===== src/mbat_ram.sv =====
// mbat_ram: generic single-write, single-read memory with registered read data
// depends on nothing

module mbat_ram #(
   parameter int WIDTH = 8,
   parameter int DEPTH = 16
) (
   input  logic                     clock,
   input  logic                     wr_en,
   input  logic [$clog2(DEPTH)-1:0] wr_addr,
   input  logic [WIDTH-1:0]         wr_data,
   input  logic                     rd_en,
   input  logic [$clog2(DEPTH)-1:0] rd_addr,
   output logic [WIDTH-1:0]         rd_data
);

   logic [WIDTH-1:0] mem_ff [DEPTH];
   logic [WIDTH-1:0] rd_data_ff;

   always_ff @(posedge clock) begin
      if (wr_en) begin
         mem_ff[wr_addr] <= wr_data;
      end
      if (rd_en) begin
         rd_data_ff <= mem_ff[rd_addr];
      end
   end

   assign rd_data = rd_data_ff;

endmodule


===== config.mk =====
export PLATFORM = sky130hd
export DESIGN_NAME = mbat_ram
export DESIGN_NICKNAME = d
export VERILOG_FILES = /design/src/mbat_ram.sv
export SDC_FILE = /design/constraint.sdc
export NUM_CORES = 1
export LEC_CHECK = 0
export ABC_AREA = 1
export BUFFER_PORTS_ARGS = -buffer_cell sky130_fd_sc_hd__buf_2
export CORE_MARGIN = 4
export CORE_UTILIZATION = 60
export CTS_BUF_LIST = sky130_fd_sc_hd__clkbuf_2 sky130_fd_sc_hd__clkbuf_4 sky130_fd_sc_hd__clkbuf_8
export CTS_CLUSTER_DIAMETER = 50
export CTS_CLUSTER_SIZE = 16
export DETAILED_ROUTE_END_ITERATION = 10
export PLACE_DENSITY = 0.81
export SLEW_MARGIN = 5
export SYNTH_ARGS = -nofsm -noshare
export SYNTH_HDL_FRONTEND = slang
export SYNTH_SLANG_ARGS = --single-unit

===== constraint.sdc =====
create_clock -name clock -period 1.8 [get_ports clock]
set_clock_uncertainty 0.15 [all_clocks]
set_input_delay 0.09 -clock clock [delete_from_list [all_inputs] [get_ports clock]]
set_output_delay 0.09 -clock clock [all_outputs]
set_load 0.01 [all_outputs]

==> results.cfg, run 1 <==
[clock_tree]
cts_sinks = 136
postCtsSetupBuffers = 0
clock-root-buffer = clkbuf_8
clockBufferDepth = 2
cts_tree = yes
cts_resized = 0
htreeDepth = 4
cts-buffers-inserted = 17
clk_pin_slew_ps = 80
worstSkewPairLatency_ps = 440

[layout]
fillCellCount = 719
diodes = 0
drive_gt1_frac = 0.133
finalNonFillerCells = 746
area_delta_synth_final_pct = 13.5
regArea_mm2 = 0.00408
multi_input_area_mm2 = 0.00121
final_nets = 623

[floorplanning]
die_area_mm2 = 0.0114
start_util = 0.624
io_pins = 27
rows = 35
die-height_um = 107
core-area_mm2 = 0.00937
die_w_um = 107

[route]
dr.pass1.iters = 7
avgRoutedWirePerCell_um = 17.0
vias = 3949
viasPerCell = 5.29
antenna_left = 0
drc_errors = 0
drtIter0Drc = 378
drt_wl_total_mm = 12.7

[synth]
yosys_warnings = 0
yosysTopAreaCellShare = 0.698
syn_nets = 570
netlist_area_mm2 = 0.00585
ys_top_cells_by_area = edfxtp_1 70%, nand2_1 11%, nand3_1 8.3%, inv_1 6.4%, buf_6 1.2%
synth.distinct_cells = 11
syn_avg_cell_area_um2 = 10.6
netlist_instances = 551
synth_top_area_cell = edfxtp_1
synth-seq-cells = 136
yosysSeqAreaShare = 0.698

[power_and_ir_drop]
p_per_area_mw_per_mm2 = 977
power.switching_mw = 1.53
ir_drop_mv = 0.724
swShare = 0.236
leakagePower_nw = 2.88
clkPwrFrac = 0.379
p_comb_frac = 0.069
pwr-share-seq = 0.553
p_int_mw = 4.95

[worst_setup_path]
cp-end-kind = flop
crit_arrival_ps = 1390
worstRegToRegCells = 6
startpoint_type = flop
path_class = reg -> reg
r2r-start = mem_ff[3][7]
r2r_end = rd_data[7]
cp.required_ps = 1850
r2r_setup_slack_ps = 450
path_max_fanout = 1

[placed_design]
place_congestion = 0.895
post-place-ws_ps = 245
hpwlAfterDp_mm = 7.65
dpl.cell_count = 704
io_buffers = 26

[sta]
grt_setup_unrepaired = no
fmax_mhz = 742
report.final.slew_viol_count = 0
fin_ws_ps = 453
max-slew-margin-rel = 0.564
setup_viol = 0
finalHoldViolations = 0
tns_ps = 0
tightest_slew_ps = 653
min_period_over_period = 0.748
period_minus_slack_ps = 1350

[hold_path]
min_from = rd_addr[2]
holdPathEnd = rd_data[2]
hold_path_depth = 4
holdCritPathClass = in -> reg

[run]
drv_cap = 0

[run_status]
status = finished clean

[grt]
grt.total_usage = 0.239
grt_pass1_vias = 4005
grt_overflow = 0
grt_max_degree = 33
antenna_found_initial = 0
grt_pass1_wl_mm = 20.2
[per-layer routing]
layer  vias to the layer above  GRT usage  routed length [um]
met5                         -          0                   0
met4                         0     0.0877                 329
met3                        24     0.0602                1050
met2                       174      0.398                6270
met1                      1858      0.306                5060
li1                       1893          -                   -
[through the flow]
stage,power [mW],hold WS (ps),area [um^2],util
floorplan,3.91,38.9,5850,-
global placement,4.07,304,6150,0.656
detailed placement,4.08,306,6150,0.656
CTS,6.51,92.3,6640,0.708
global route,6.72,129,6640,0.708
finish,6.48,103,6640,0.708
[cells in the mapped netlist (all sizes together)]
master and number:
nand2 173, edfxtp 136, inv 102, nand3 97, buf 24, nor2 17
nand3b 2
[placed cells by master (no fill, tap or decap)]
master	Yosys	final
nand3b_1	2	2
bufinv_16	0	2
nand3_1	97	97
dlygate4sd3_1	0	10
clkbuf_8	0	17
buf_2	13	26
inv_1	100	100
inv_6	0	4
buf_4	4	21
clkinv_4	0	1
nand2_1	173	173
edfxtp_1	136	136
clkbuf_4	0	1
clkinvlp_4	0	3
buf_12	0	1
inv_2	2	2
nor2_1	17	17
clkinv_2	0	4
[area by class of cell]
cell class / count / area share
Inverter: 102 / 0.0577
Clock inverter: 14 / 0.0221
Sequential cell: 136 / 0.615
Tap cell: 129 / 0.0243
Multi-Input combinational cell: 289 / 0.183
Clock buffer: 18 / 0.0364
Timing Repair Buffer: 58 / 0.0615
[cell families after synthesis]
family / count (synthesis) / share of synthesized area
AND/OR/NAND/NOR: 289 / 0.208
buffers and inverters: 126 / 0.0939
flip-flops: 136 / 0.698
[registers in the layout, summed over array words and instances (netlist names)]
| signal | flops |
|---|---|
| mem_ff | 128 |
| rd_data | 8 |
[power groups by stage]
stage | sequential [mW] | combinational [mW] | clock, mW
CTS | 3.58 | 0.444 | 2.48
finish | 3.58 | 0.445 | 2.45
global placement | 3.65 | 0.413 | 0
global route | 3.59 | 0.495 | 2.64
floorplan | 3.66 | 0.250 | 0
detailed placement | 3.65 | 0.423 | 0
[critical path, stage by stage, from the launching register on]
cell,delay [ps]
edfxtp_1,360
inv_1,60
nand2_1,40
nand3_1,110
nand3_1,100
nand3_1,200
nand2_1,70
[worst max path at each step]
stage	cells past startpoint	end	start	slack, ps
after CTS	6	rd_data[7]	mem_ff[3][7]	490
final	6	rd_data[7]	mem_ff[3][7]	450
after global placement	6	rd_data[3]	rd_addr[2]	240
after floorplan	2	mem_ff[10][0]	wr_addr[2]	610
after global routing	6	rd_data[7]	mem_ff[2][7]	390
after detailed placement	6	rd_data[3]	rd_addr[2]	240
[repair_timing]
item                       CTS  global route
hold buffers                10             0
setup endpoints to repair    0             0
hold endpoints to repair   142             0
Power figures use the tool's default switching activity.
==> run 2, diff against run 1 <==
Settings changed: ABC_AREA 1 to 0, CORE_UTILIZATION 60 to 57.
Clock period 1.8 ns to 1.18 ns, I/O delays scaled along.
==> run 2 against run 1 <==
Against the previous run:
- the flow now finishes with violations (negative setup slack)
- global-route usage fell by 3.7 points
- critical path depth is 3 lower
- sequential cell count unchanged
- register-to-register slack worse by 920 ps
- final area down 6.5%
- die area is 5.5% lower
- fmax decreased by 18%
- via count fell by 34%
- synthesized cell count down 58%
==> results.cfg, run 2 <==
[synth]
syn_avg_cell_area_um2 = 22.8
yosys_warnings = 0
synth_ff_type = edfxtp_1
yosysSeqAreaShare = 0.781
synth_edf_count = 136
syn_nets = 248
async_flop_share = 0
ys_top_cells_by_area = edfxtp_1 78%, mux4_2 7.8%, mux4_1 7.0%, a22oi_1 2.3%, nor2_1 0.93%
yosys-top-cells-count = 136 x edfxtp_1, 18 x mux4_2, 16 x a22oi_1, 14 x mux4_1, 13 x nor2_1
synth_top_area_cell = edfxtp_1
synth-seq-cells = 136
synth.distinct_cells = 18
netlist_instances = 229
netlist_area_mm2 = 0.00523
yosysTopAreaCellShare = 0.781
yosysMostFrequentCell = edfxtp_1

[route]
vias = 2589
avgRoutedWirePerCell_um = 23.2
viasPerCell = 6.09
antenna_left = 0
drtIter0Drc = 176
dr.pass1.iters = 4
drc_errors = 0
drt_wl_total_mm = 9.86

[sta]
tightest_slew_ps = 831
setup_viol = 9
finalHoldViolations = 0
grt_setup_unrepaired = yes
min_period_over_period = 1.40
fin_ws_ps = -468
period_minus_slack_ps = 1650
whs_ps = 81.3
report.final.slew_viol_count = 0
fmax_mhz = 607
max-slew-margin-rel = 0.445

[clock_tree]
clockBufferDepth = 2
postCtsSetupBuffers = 0
worstSkewPairLatency_ps = 430
cts-buffers-inserted = 17
cts_sinks = 136
clk_pin_slew_ps = 80
htreeDepth = 4
cts_tree = yes
clock-root-buffer = clkbuf_8

[floorplanning]
start_util = 0.594
die_area_mm2 = 0.0108
die_w_um = 104
rows = 34
die-height_um = 104
io_pins = 27
core-area_mm2 = 0.00881

[run]
drv_cap = 0

[worst_setup_path]
path_max_fanout = 1
worstRegToRegCells = 3
r2r_end = rd_data[4]
crit_end = rd_data[4]
r2r_setup_slack_ps = -470
crit_arrival_ps = 1650
r2r-start = mem_ff[11][4]
startpoint_type = flop
cp-end-kind = flop
cp.required_ps = 1190
cp-startpoint = mem_ff[11][4]
path_class = reg -> reg

[placed_design]
io_buffers = 26
hpwlAfterDp_mm = 6.42
place_congestion = 0.735
dpl_cell_area_mm2 = 0.00573

[power_and_ir_drop]
p_per_area_mw_per_mm2 = 1530
finalPower_mw = 9.48
ir_drop_mv = 0.737
leakagePower_nw = 2.06

[layout]
layout_commonest_cell = edfxtp_1
final_nets = 323
diodes = 0
postLayoutCoreUtil = 0.705
final_cell_mix = 136 x edfxtp_1, 32 x mux4_2, 26 x buf_2
area_delta_synth_final_pct = 18.7
regMostFlops = mem_ff
design_area_mm2 = 0.00621
drive_gt1_frac = 0.420
largest_reg_flops = 128

[grt]
grt_pass1_vias = 2783
antenna_found_initial = 0
grt_pass1_wl_mm = 15.9
grt_max_degree = 17
grt_overflow = 0
grt.total_usage = 0.202

[run_status]
status = finished with violations
violations = negative setup slack

[hold_path]
holdCritPathClass = in -> reg
## run 2: changes by cell type after synthesis, sizes merged, moves of 16 or more
cell   delta
a22oi    +16
buf      -17
inv     -102
mux4     +32
nand2   -164
nand3    -96
## run 2: cell type report
class | instances | area (um^2)
Sequential cell | 136 | 4080
Fill cell | 516 | 2600
Multi-Input combinational cell | 83 | 1080
Timing Repair Buffer | 66 | 541
Clock buffer | 17 | 234
Tap cell | 108 | 135
Clock inverter | 15 | 131
## run 2: worst max-delay path, stage by stage (launching register included)
cell and delay, ps:
edfxtp_1 390, mux4_2 500, a22oi_2 220, nand2_1 120
## run 2: worst min-delay path by stage
stage / cells past startpoint / end / startpoint / slack, ps
floorplan: 0 / mem_ff[0][0] / wr_data[0] / 8
global placement: 1 / rd_data[1] / rd_en / 290
detailed placement: 1 / rd_data[1] / rd_en / 300
CTS: 4 / mem_ff[0][7] / wr_addr[0] / 60
global route: 4 / mem_ff[0][6] / wr_addr[2] / 60
finish: 4 / mem_ff[0][7] / wr_addr[2] / 80
## run 2: report_power, final
part	internal, mW	switching, mW
Sequential	5.44	0.0330
Combinational	0.279	0.314
Clock	1.66	1.76
Total	7.38	2.10
## run 2: routing by layer
layer	part of all wire	vias up	global-route usage
met3	0.088	12	0.0653
li1	-	1115	-
met4	0.012	0	0.0570
met1	0.38	1322	0.266
met5	0	-	0
met2	0.52	140	0.329
## run 2: cells by family (layout without fill, tap and decap cells)
kind of cell | count (synthesis) | after routing | synth area share
DFF | 136 | 136 | 0.781
and+or+nand+nor | 35 | 35 | 0.0314
muxes | 32 | 32 | 0.148
AOI/OAI and AO/OA | 16 | 16 | 0.0230
buffers and inverters | 10 | 98 | 0.0165
## run 2: repair_timing
| item | in CTS | in global routing |
|---|---|---|
| endpoints found under the setup margin | 12 | 15 |
| hold buffers | 9 | 0 |
| resized for setup | 5 | 0 |
| gates cloned | 0 | 0 |
| pin swaps | 1 | 0 |
| endpoints found under the hold margin | 136 | 0 |
## run 2: stage by stage
stage	instances	setup WS, ps	setup TNS [ps]
floorplan	229	-236	-3730
global placement	384	-590	-19940
detailed placement	384	-623	-22280
CTS	425	-434	-3330
global route	425	-518	-3880
finish	425	-468	-3150
