`src/mbat_pkg.sv`:
```
// mbat_pkg: shared types and constants of the mac byte accounting table
// depends on nothing; used by the interfaces, the control unit and the top level

package mbat_pkg;

   localparam int TABLE_DEPTH = 1024;
   localparam int IDX_W       = $clog2(TABLE_DEPTH);
   localparam int CNT_W       = $clog2(TABLE_DEPTH + 1);

   localparam int MAC_W       = 48;
   localparam int LEN_W       = 16;
   localparam int TOTAL_W     = 32;
   localparam int RIDX_W      = 10;
   localparam int OIDX_W      = 10;
   localparam int OCNT_W      = 11;
   localparam int STATUS_W    = 3;
   localparam int CMP_W       = (CNT_W > RIDX_W) ? CNT_W : RIDX_W;

   localparam logic [MAC_W-1:0]   MAC_BROADCAST = '1;
   localparam logic [MAC_W-1:0]   VENDOR_MASK   = 48'hFFFF_FF00_0000;
   localparam logic [TOTAL_W-1:0] TOTAL_MAX     = '1;

   // request operations
   localparam logic OP_RECORD = 1'b0;
   localparam logic OP_READ   = 1'b1;

   // response status codes
   localparam logic [STATUS_W-1:0] STAT_INSERTED    = 3'd0;
   localparam logic [STATUS_W-1:0] STAT_ACCUMULATED = 3'd1;
   localparam logic [STATUS_W-1:0] STAT_BROADCAST   = 3'd2;
   localparam logic [STATUS_W-1:0] STAT_FULL        = 3'd3;
   localparam logic [STATUS_W-1:0] STAT_READ        = 3'd4;

   // control register port
   localparam int CSR_IDX_W  = 1;
   localparam int CSR_DATA_W = 1;
   localparam logic [CSR_IDX_W-1:0] CSR_USE_RECEIVER = 1'd0;
   localparam logic [CSR_IDX_W-1:0] CSR_VENDOR_ONLY  = 1'd1;

   typedef struct packed {
      logic              operation;
      logic [MAC_W-1:0]  transmitter_mac;
      logic [MAC_W-1:0]  receiver_mac;
      logic [LEN_W-1:0]  byte_count;
      logic [RIDX_W-1:0] read_index;
   } req_type;

   typedef struct packed {
      logic [STATUS_W-1:0] status;
      logic [OIDX_W-1:0]   entry_index;
      logic [MAC_W-1:0]    entry_mac;
      logic [TOTAL_W-1:0]  entry_total;
      logic [OCNT_W-1:0]   entry_count;
      logic                index_invalid;
   } rsp_type;

   typedef struct packed {
      logic use_receiver;
      logic vendor_only;
   } cfg_type;

   // access to the key and total memories
   typedef struct packed {
      logic               rd_en;
      logic [IDX_W-1:0]   rd_addr;
      logic               key_we;
      logic               total_we;
      logic [IDX_W-1:0]   wr_addr;
      logic [MAC_W-1:0]   key_wdata;
      logic [TOTAL_W-1:0] total_wdata;
   } mem_req_type;

endpackage

```
`src/mbat_ctrl.sv`:
```
// mbat_ctrl: sequencer that scans the key memory, updates totals and appends entries
// depends on mbat_pkg; drives the key and total memories held in the top level

module mbat_ctrl import mbat_pkg::*; (
   input  logic               clock,
   input  logic               reset,
   input  cfg_type            cfg,
   input  logic               req_valid,
   output logic               req_ready,
   input  req_type            req_data,
   input  logic               emit_ok,
   output logic               emit_valid,
   output rsp_type            emit_data,
   output mem_req_type        mem,
   input  logic [MAC_W-1:0]   key_rdata,
   input  logic [TOTAL_W-1:0] total_rdata
);

   localparam logic [2:0] S_IDLE   = 3'd0;
   localparam logic [2:0] S_RDWAIT = 3'd1;
   localparam logic [2:0] S_SCAN   = 3'd2;
   localparam logic [2:0] S_HIT    = 3'd3;
   localparam logic [2:0] S_MISS   = 3'd4;
   localparam logic [2:0] S_DONE   = 3'd5;

   logic [2:0]        state_ff, state_in;
   logic [CNT_W-1:0]  count_ff, count_in;
   logic [CNT_W-1:0]  ptr_ff, ptr_in;
   logic              pend_ff, pend_in;
   logic [IDX_W-1:0]  cmp_idx_ff, cmp_idx_in;
   logic [MAC_W-1:0]  key_ff, key_in;
   logic [LEN_W-1:0]  len_ff, len_in;
   rsp_type           res_ff, res_in;

   logic               accept;
   logic               drop;
   logic [MAC_W-1:0]   key_sel;
   logic               ridx_ok;
   logic               match;
   logic               issue;
   logic               full;
   logic [TOTAL_W:0]   sum_wide;
   logic [TOTAL_W-1:0] sum_sat;

   assign req_ready = (state_ff == S_IDLE);
   assign accept    = req_valid && req_ready;

   always_comb begin
      key_sel = cfg.use_receiver ? req_data.receiver_mac : req_data.transmitter_mac;
      if (cfg.vendor_only) begin
         key_sel = key_sel & VENDOR_MASK;
      end
   end

   assign drop    = (req_data.transmitter_mac == MAC_BROADCAST) ||
                    (req_data.receiver_mac == MAC_BROADCAST);
   assign ridx_ok = CMP_W'(req_data.read_index) < CMP_W'(count_ff);

   // compare the entry read last cycle while the next one is fetched
   assign match = pend_ff && (key_rdata == key_ff);
   assign issue = !match && (ptr_ff < count_ff);
   assign full  = count_ff >= CNT_W'(TABLE_DEPTH);

   assign sum_wide = {1'b0, total_rdata} + (TOTAL_W + 1)'(len_ff);
   assign sum_sat  = sum_wide[TOTAL_W] ? TOTAL_MAX : sum_wide[TOTAL_W-1:0];

   always_comb begin
      state_in   = state_ff;
      count_in   = count_ff;
      ptr_in     = ptr_ff;
      pend_in    = 1'b0;
      cmp_idx_in = cmp_idx_ff;
      key_in     = key_ff;
      len_in     = len_ff;
      res_in     = res_ff;
      emit_valid = 1'b0;
      emit_data  = res_ff;
      mem        = '0;

      case (state_ff)
         S_IDLE: begin
            if (accept) begin
               key_in  = key_sel;
               len_in  = req_data.byte_count;
               ptr_in  = '0;
               res_in  = '0;
               res_in.entry_count = OCNT_W'(count_ff);
               if (req_data.operation == OP_READ) begin
                  res_in.status      = STAT_READ;
                  res_in.entry_index = OIDX_W'(req_data.read_index);
                  if (ridx_ok) begin
                     mem.rd_en   = 1'b1;
                     mem.rd_addr = IDX_W'(req_data.read_index);
                     state_in    = S_RDWAIT;
                  end else begin
                     res_in.index_invalid = 1'b1;
                     state_in             = S_DONE;
                  end
               end else if (drop) begin
                  res_in.status = STAT_BROADCAST;
                  state_in      = S_DONE;
               end else begin
                  state_in = S_SCAN;
               end
            end
         end
         S_RDWAIT: begin
            emit_data.entry_mac   = key_rdata;
            emit_data.entry_total = total_rdata;
            if (emit_ok) begin
               emit_valid = 1'b1;
               state_in   = S_IDLE;
            end
         end
         S_SCAN: begin
            mem.rd_en   = issue;
            mem.rd_addr = ptr_ff[IDX_W-1:0];
            if (issue) begin
               ptr_in     = ptr_ff + 1'b1;
               pend_in    = 1'b1;
               cmp_idx_in = ptr_ff[IDX_W-1:0];
            end
            if (match) begin
               state_in = S_HIT;
            end else if (!issue) begin
               state_in = S_MISS;
            end
         end
         S_HIT: begin
            emit_data.status        = STAT_ACCUMULATED;
            emit_data.entry_index   = OIDX_W'(cmp_idx_ff);
            emit_data.entry_mac     = key_ff;
            emit_data.entry_total   = sum_sat;
            emit_data.entry_count   = OCNT_W'(count_ff);
            emit_data.index_invalid = 1'b0;
            if (emit_ok) begin
               mem.total_we    = 1'b1;
               mem.wr_addr     = cmp_idx_ff;
               mem.total_wdata = sum_sat;
               emit_valid      = 1'b1;
               state_in        = S_IDLE;
            end
         end
         S_MISS: begin
            emit_data.entry_mac     = key_ff;
            emit_data.index_invalid = 1'b0;
            if (full) begin
               emit_data.status      = STAT_FULL;
               emit_data.entry_index = '0;
               emit_data.entry_total = '0;
               emit_data.entry_count = OCNT_W'(count_ff);
            end else begin
               emit_data.status      = STAT_INSERTED;
               emit_data.entry_index = OIDX_W'(count_ff);
               emit_data.entry_total = TOTAL_W'(len_ff);
               emit_data.entry_count = OCNT_W'(count_ff + 1'b1);
            end
            if (emit_ok) begin
               if (!full) begin
                  mem.key_we      = 1'b1;
                  mem.total_we    = 1'b1;
                  mem.wr_addr     = count_ff[IDX_W-1:0];
                  mem.key_wdata   = key_ff;
                  mem.total_wdata = TOTAL_W'(len_ff);
                  count_in        = count_ff + 1'b1;
               end
               emit_valid = 1'b1;
               state_in   = S_IDLE;
            end
         end
         S_DONE: begin
            if (emit_ok) begin
               emit_valid = 1'b1;
               state_in   = S_IDLE;
            end
         end
         default: begin
            state_in = S_IDLE;
         end
      endcase
   end

   always_ff @(posedge clock) begin
      if (reset) begin
         state_ff <= S_IDLE;
         count_ff <= '0;
         pend_ff  <= 1'b0;
      end else begin
         state_ff <= state_in;
         count_ff <= count_in;
         pend_ff  <= pend_in;
      end
      ptr_ff     <= ptr_in;
      cmp_idx_ff <= cmp_idx_in;
      key_ff     <= key_in;
      len_ff     <= len_in;
      res_ff     <= res_in;
   end

   // memory never read and written in the same cycle, so no forwarding is needed
   a_no_rw_overlap: assert property (@(posedge clock) disable iff (reset)
      (mem.key_we || mem.total_we) |-> !mem.rd_en)
      else $error("memory read and write in the same cycle");

   a_count_bound: assert property (@(posedge clock) disable iff (reset)
      count_ff <= CNT_W'(TABLE_DEPTH))
      else $error("entry count above table depth");

   a_scan_ptr: assert property (@(posedge clock) disable iff (reset)
      (state_ff == S_SCAN) |-> (ptr_ff <= count_ff))
      else $error("scan pointer ran past the valid entries");

   a_emit_slot: assert property (@(posedge clock) disable iff (reset)
      emit_valid |-> emit_ok)
      else $error("response produced while the output slot is busy");

   a_count_step: assert property (@(posedge clock) disable iff (reset)
      (count_ff != $past(count_ff)) |-> ($past(state_ff) == S_MISS) &&
      (count_ff == $past(count_ff) + 1'b1))
      else $error("entry count changed outside an insert");

endmodule

```
`config.mk`:
```
export PLATFORM = sky130hd
export DESIGN_NAME = mbat_ctrl
export DESIGN_NICKNAME = d
export VERILOG_FILES = /design/src/mbat_pkg.sv /design/src/mbat_ctrl.sv
export SDC_FILE = /design/constraint.sdc
export NUM_CORES = 1
export LEC_CHECK = 0
export ABC_AREA = 1
export ABC_CLOCK_PERIOD_IN_PS = 3500
export BUFFER_PORTS_ARGS = -buffer_cell sky130_fd_sc_hd__buf_4
export CAP_MARGIN = 0
export CORE_AREA = 8 8 157 159
export CTS_BUF_LIST = sky130_fd_sc_hd__clkbuf_4 sky130_fd_sc_hd__clkbuf_8
export DETAILED_ROUTE_END_ITERATION = 12
export DIE_AREA = 0 0 165 167
export PLACE_DENSITY = 0.77
export SYNTH_ARGS = -nofsm -noshare
export SYNTH_HDL_FRONTEND = slang
export SYNTH_SLANG_ARGS = --single-unit
```
`constraint.sdc`:
```
create_clock -name clock -period 3.5 [get_ports clock]
set_input_delay 0.7 -clock clock [delete_from_list [all_inputs] [get_ports clock]]
set_output_delay 0.7 -clock clock [all_outputs]
set_load 0.02 [all_outputs]
```
==> results of run 1 <==
[layout by cell type, fill, tap and decap left out, types with 11 or more instances in the layout]
cell,synthesis,layout
xor2_1,18,18
buf_4,0,437
nor3_1,15,15
nor2_1,179,171
nand2_1,552,543
edfxtp_1,109,109
a21oi_1,89,83
inv_1,220,219
dfxtp_1,15,11
buf_6,2,11
nand3_2,11,13
o22ai_1,49,49
o21ai_0,56,45
a22oi_1,11,11
nand3_1,65,62
clkbuf_8,0,17
o21ai_1,6,16
ha_1,39,30
nand2_2,4,11
[path summary, 6_finish.rpt]
check	slack, ns	start	endpoint
min	0.42	req_data[12]	len_ff[2]
max reg2reg	1.13	count_ff[4]	ptr_ff[4]
max	-0.02	len_ff[0]	mem[2]
min reg2reg	0.52	count_ff[2]	res_ff[3]
[logic make-up (layout without fill, tap and decap cells)]
kind of cell             after synthesis  in the layout  synth area share [%]
AND/OR/NAND/NOR                      852            852                  34.1
buffers and inverters                277            711                  10.4
AO/OA/AOI/OAI                        236            236                  13.2
flip-flops                           124            124                  35.0
adder cells (fa/ha/maj)               40             40                  4.97
XOR/XNOR                              27             27                  2.31
other                                  0              1                     0
[timing repair]
action | CTS | global route
endpoints found under the setup margin | 26 | 58
resized for setup | 11 | 60
setup buffers | 5 | 9
pin swaps | 4 | 15
[synth_stat cells, types with 2 or more instances]
cell type	count	area [sq um]
xnor2_1	9	78.8
a22oi_1	11	82.6
nor3_1	15	75.1
o21ai_0	56	280
inv_2	3	11.3
nor2_2	2	12.5
nand3_1	65	325
inv_1	220	826
nor4_1	4	25.0
o21ai_1	6	30.0
dfxtp_1	15	300
or2_2	3	18.8
nand2_2	4	25.0
nand4_1	10	62.6
buf_1	2	7.51
xor2_1	18	158
clkinv_1	2	7.51
clkbuf_1	41	154
buf_6	2	22.5
a21oi_1	89	445
nand3_2	11	110
o21ai_2	7	61.3
edfxtp_1	109	3270
o211ai_1	8	60.1
nor2_1	179	672
o22ai_1	49	307
nand2_1	552	2070
buf_2	6	30.0
ha_1	39	488
a21o_1	3	22.5
[sequential cells by signal, summed over array words and instances (netlist names)]
register	count
ptr_ff	11
pend_ff	1
key_ff	48
res_ff	24
cmp_idx_ff	10
count_ff	11
state_ff	3
len_ff	16
[worst max-delay path, stage by stage, from the launching register on]
cell and delay, ns:
edfxtp_1 0.41, ha_2 0.23, fa_2 0.23, nand2_2 0.08, a21oi_4 0.19, nand2_2 0.09, nand2_4 0.07, nand3_4 0.07
nand2_4 0.09, nand2_4 0.07, nor2_8 0.17, buf_4 0.20, o21ai_1 0.09, a21oi_1 0.20, buf_4 0.17
[area by class of cell]
type	count	area, sq um	area share (%)
Clock buffer	17	234	1.61
Inverter	226	855	5.89
Antenna cell	1	2.50	0.0172
Tap cell	285	357	2.46
Clock inverter	15	174	1.20
Timing Repair Buffer	453	3500	24.1
Multi-Input combinational cell	1155	5810	40.0
Sequential cell	124	3580	24.7
[routing by layer]
layer | global-route usage (%) | up-vias | share of wire [%] | wire length (um)
met5 | 0 | - | 0 | 0
met4 | 12.0 | 0 | 3.6 | 1570
met3 | 8.16 | 100 | 10 | 4500
met2 | 52.6 | 633 | 50 | 21700
met1 | 34.5 | 5581 | 37 | 16000
li1 | - | 5853 | - | -
[stage by stage]
step / TNS (ns) / setup slack [ns] / instances
2_1_floorplan: 0 / 0.239 / 1556
3_3_place_gp: 0 / 0.0687 / 2229
3_5_place_dp: -0.00369 / -0.00369 / 2229
4_1_cts: -0.0107 / -0.00721 / 2266
5_1_grt: -3.07 / -0.110 / 2276
6_report: -0.0595 / -0.0213 / 2276
[power by group through the flow]
stage	combinational (mW)	clock [mW]	sequential [mW]
2_1_floorplan	2.81	0	2.40
3_3_place_gp	4.75	0	2.47
3_5_place_dp	4.81	0	2.49
4_1_cts	4.86	1.37	2.47
5_1_grt	5.40	1.44	2.53
6_report	5.01	1.36	2.48
==> metrics.yaml, run 1 <==
cts-root-buf: "clkbuf_8"
worstRegToRegCells: 11
viasPerCell: 5.35
yosys_warnings: 0
clkTransAtPathRegs_ns: 0.09
peakVddDrop_mv: 0.403
fill_cells: 2037
period_needed_ns: 3.52
start_util_pct: 46.0
tightest_slew_ns: 0.666
synth.distinct_cells: 46
syn-num-nets: 1805
vias: 12200
status: "finished, violations left"
place_congestion: 0.998
p_seq_share_pct: 28.0
grt_max_degree: 72
fin_crit_sh_pct: 101
powerDensity_nw_per_um2: 610
final_area_sq_um: 14500
p_sw_mw: 4.21
switching_share_pct: 47.5
ys_ff_latch: 124
cts.sinks: 124
hold_depth: 1
core-area_sq_um: 22200
netlist_instances: 1556
overflow: 0
port_buffers: 418
critPathMaxFanout: 7
fin_skew_ns: 0.0134
die_x_um: 165
dr.pass1.iters: 8
hp-class: "in2reg"
clk_path_buf_depth: 2
synth_edf_count: 109
hold_ws_ns: 0.417
dpl-instance-area_sq_um: 13700
drive_above_1_share_pct: 28.3
syn2layout_area_growth_pct: 42.1
worstSetupStartpointType: "flop"
ys_seq_area_share_pct: 35.0
cap_violations: 0
dp.final_hpwl_um: 34800
htreeDepth: 4
detail-route-antenna-nets: 0
pwr-share-clk_pct: 15.3
drv_slew: 0
cp.required_ns: 2.80
cp-end-kind: "output port"
io_pins: 419
die_height_um: 167
cts_hold_buf: 0
power.leakage_nw: 7.48
drc: 0
antenna_found_initial: 1
grt_pass1_wl_um: 65500
wirelength_um: 43800
synth_area_per_cell_sq_um: 6.57
postLayoutCoreUtil_pct: 65.3
grt_pass1_vias: 12100
async_flop_share_pct: 0
path_class: "reg2out"
synth-main-ff-cell: "edfxtp_1"
failed_checks: "negative setup slack"
num_rows: 55
cts_buffers: 17
setup_viol: 6
clk_latency_ns: 0.46
slew_headroom_pct: 55.3
dr.first_iter.drc_count: 932
hold_violations: 0
setup_slack_ns: -0.0213
final_net_count: 2226
p_total_mw: 8.85
fp.dieArea_sq_um: 27600
fmax_ghz: 0.284
rsz0062_at_grt: "true"
grt_util_all_layers_pct: 30.3
tritoncts: "built"
syn_area_sq_um: 10200
comb_power_share_pct: 56.6
wl_per_cell_um: 19.2
cp_data_arrival_time_ns: 2.82
p_int_mw: 4.64
Power figures use the tool's default switching activity.
==> run 2, diff against run 1 <==
--- a/config.mk
+++ b/config.mk
@@ -18,2 +18,3 @@
 export SYNTH_HDL_FRONTEND = slang
 export SYNTH_SLANG_ARGS = --single-unit
+export TNS_END_PERCENT = 30
==> constraint.sdc (replaced) <==
create_clock -name clock -period 3.5 [get_ports clock]
set_input_delay 0.525 -clock clock [delete_from_list [all_inputs] [get_ports clock]]
set_output_delay 0.525 -clock clock [all_outputs]
set_load 0.02 [all_outputs]
==> run 2 against run 1 <==
Effect of this change:
- the run now ends clean
- largest cell class unchanged
- via count decreased by 1.4%
- routed wire length down 1.3%
- setup slack improved by 0.18 ns
- power down 1.6%
- maximum frequency up 5.4%
- clock power is essentially flat
==> metrics.yaml, run 2 (synthesis gave the netlist of run 1 again) <==
dr.pass1.iters: 5  # -3
antenna_found_initial: 1  # unchanged
peakVddDrop_mv: 0.381  # -5.5%
worstSetupStartpointType: "flop"
grt_pass1_vias: 11700  # -3.6%
setup_viol: 0  # -6
vias: 12000  # -1.4%
power.leakage_nw: 7.39  # -1.2%
hold_violations: 0  # unchanged
period_needed_ns: 3.34  # -0.180 ns
fin_skew_ns: 0.0137  # +0.000246 ns
use_met3_pct: 9.07  # +0.91 points
tightest_slew_ns: 0.899  # +0.233 ns
drive_above_1_share_pct: 26.6  # -1.8 points
multiInputGateArea_sq_um: 5690  # -2.0%
final_common_cell: "nand2_1"
overflow: 0  # unchanged
detail-route-antenna-nets: 0  # unchanged
clk_latency_ns: 0.44  # -0.02 ns
cts_buffers: 17  # unchanged
ff_latch_area_sq_um: 3570  # -0.14%
start_util_pct: 46.0  # unchanged
status: "complete, no violations"
htreeDepth: 4  # unchanged
cap_violations: 0  # unchanged
cts-root-buf: "clkbuf_8"
cts_hold_buf: 0  # unchanged
top_register: "key_ff"
critPathMaxFanout: 8  # +1
port_buffers: 418  # unchanged
cp-end-kind: "output port"
top_regs: "key_ff (48), res_ff (24), len_ff (16)"
fp.dieArea_sq_um: 27600  # unchanged
top_usage_layer: "met2"
holdPathEnd: "len_ff[5]"
worstSetupStartpoint: "len_ff[0]"
wirelength_um: 43200  # -1.3%
final_cell_mix: "552 x nand2_1, 436 x buf_4, 219 x inv_1"
syn2layout_area_growth_pct: 39.8
dr.first_iter.drc_count: 1123  # +20%
largest_reg_flops: 48  # unchanged
grt_use_met2_pct: 50.8  # -1.8 points
worstRegToRegCells: 7  # -4
path_class: "reg2out"
hold_ws_ns: 0.262  # -0.155 ns
final_area_sq_um: 14300  # -1.6%
cp_data_arrival_time_ns: 2.82  # about the same
fin_crit_sh_pct: 95.5  # -5.1 points
dpl-instance-area_sq_um: 13700  # -0.46%
die_height_um: 167  # unchanged
grt_pass1_wl_um: 64900  # -1.0%
final_net_count: 2216  # -0.45%
clk_path_buf_depth: 2  # unchanged
powerDensity_nw_per_um2: 609  # about the same
postLayoutCoreUtil_pct: 64.3  # -1.0 points
num_rows: 55  # unchanged
clkTransAtPathRegs_ns: 0.08  # about the same
r2r_slack_ns: 0.87  # -0.26 ns
rsz0062_at_grt: "true"
fmax_ghz: 0.299  # +5.4%
core-area_sq_um: 22200  # unchanged
die_x_um: 165  # unchanged
wl_per_cell_um: 19.1  # -0.87%
viasPerCell: 5.30  # -0.95%
crit-reg2reg-capture: "res_ff[100]"
io_pins: 419  # unchanged
hp-class: "in2reg"
r2r_start: "state_ff[0]"
tritoncts: "built"
grt_max_degree: 63  # -13%
grt_util_all_layers_pct: 30.2  # -0.12 points
drc: 0  # unchanged
hold_depth: 1  # unchanged
cp.required_ns: 2.97  # +0.17 ns
dp.final_hpwl_um: 34600  # -0.55%
cts.sinks: 124  # unchanged
fill_cells: 2085  # +2.4%
place_congestion: 0.992  # -0.54%
drv_slew: 0  # unchanged
min_from: "req_data[15]"
slew_headroom_pct: 40.1  # -15 points
met1_usage_pct: 34.9  # +0.39 points
[run 2: cell types whose count changed in the layout (fill, tap and decap cells not counted), moves of 3 or more]
cell	before	now
a21oi_1	83	88
ha_4	8	5
dfxtp_1	11	15
o21ai_1	16	10
a21oi_2	6	1
nor2_1	171	176
o21ai_0	45	50
nand2_2	11	4
buf_6	11	0
nor2_2	8	3
dfxtp_2	4	0
ha_1	30	33
nand2_1	543	552
[run 2: worst max-delay path by stage]
stage,to,slack [ns]
finish,emit_data[26],0.16
CTS,emit_data[25],0.01
global route,mem[11],-0.008
floorplan,key_ff[0],0.24
detailed placement,mem[11],0.22
global placement,emit_data[38],0.28
[run 2: routing by layer]
metal  wire, um  vias up  part of all wire (%)
met4       1520        0                   3.5
met2      21000      601                    49
li1           -     5841                     -
met3       4520       82                    10
met5          0        -                     0
met1      16100     5475                    37
[run 2: report_power, final]
| part | leakage [nW] | internal (mW) | switching [mW] |
|---|---|---|---|
| logic | 6.00 | 1.73 | 3.13 |
| clock network | 0.216 | 0.683 | 0.688 |
| registers | 1.18 | 2.18 | 0.301 |
[run 2: worst max-delay path, stage by stage (launching register included)]
cell and delay (ns):
edfxtp_1 0.48, ha_4 0.21, fa_2 0.35, nand2_2 0.10, a21oi_4 0.06, nand2_2 0.06, nand2_2 0.08, nand3_2 0.07
nand2_2 0.08, nand2_4 0.14, nor2_8 0.08, buf_12 0.15, inv_6 0.11, nand3b_4 0.10, nand2_1 0.07, nand3_1 0.08
buf_4 0.16
[run 2: timing repair]
action                     CTS  global route
gates cloned                 0             2
gates resized for setup      1            22
pin swaps                    1             4
setup buffers                3             4
setup endpoints to repair    7            49
[run 2: area by class of cell]
cell class                 count  share of cell area [%]
timing repair buffer         441                    23.6
multi-input combinational   1156                    39.8
tap                          285                    2.50
clock buffer                  18                    1.73
antenna                        1                  0.0175
clock inverter                14                    1.20
inverter                     226                    6.03
timing repair inverter         1                  0.0613
sequential                   124                    25.0
[run 2: stage by stage]
step	setup slack, ns	setup TNS [ns]	instances	total power, mW
after detailed placement	0.216	0	2224	7.27
after floorplan	0.239	0	1556	5.21
after global routing	-0.00819	-0.0157	2266	9.24
final	0.159	0	2266	8.70
after global placement	0.280	0	2224	7.23
after CTS	0.0103	0	2259	8.65
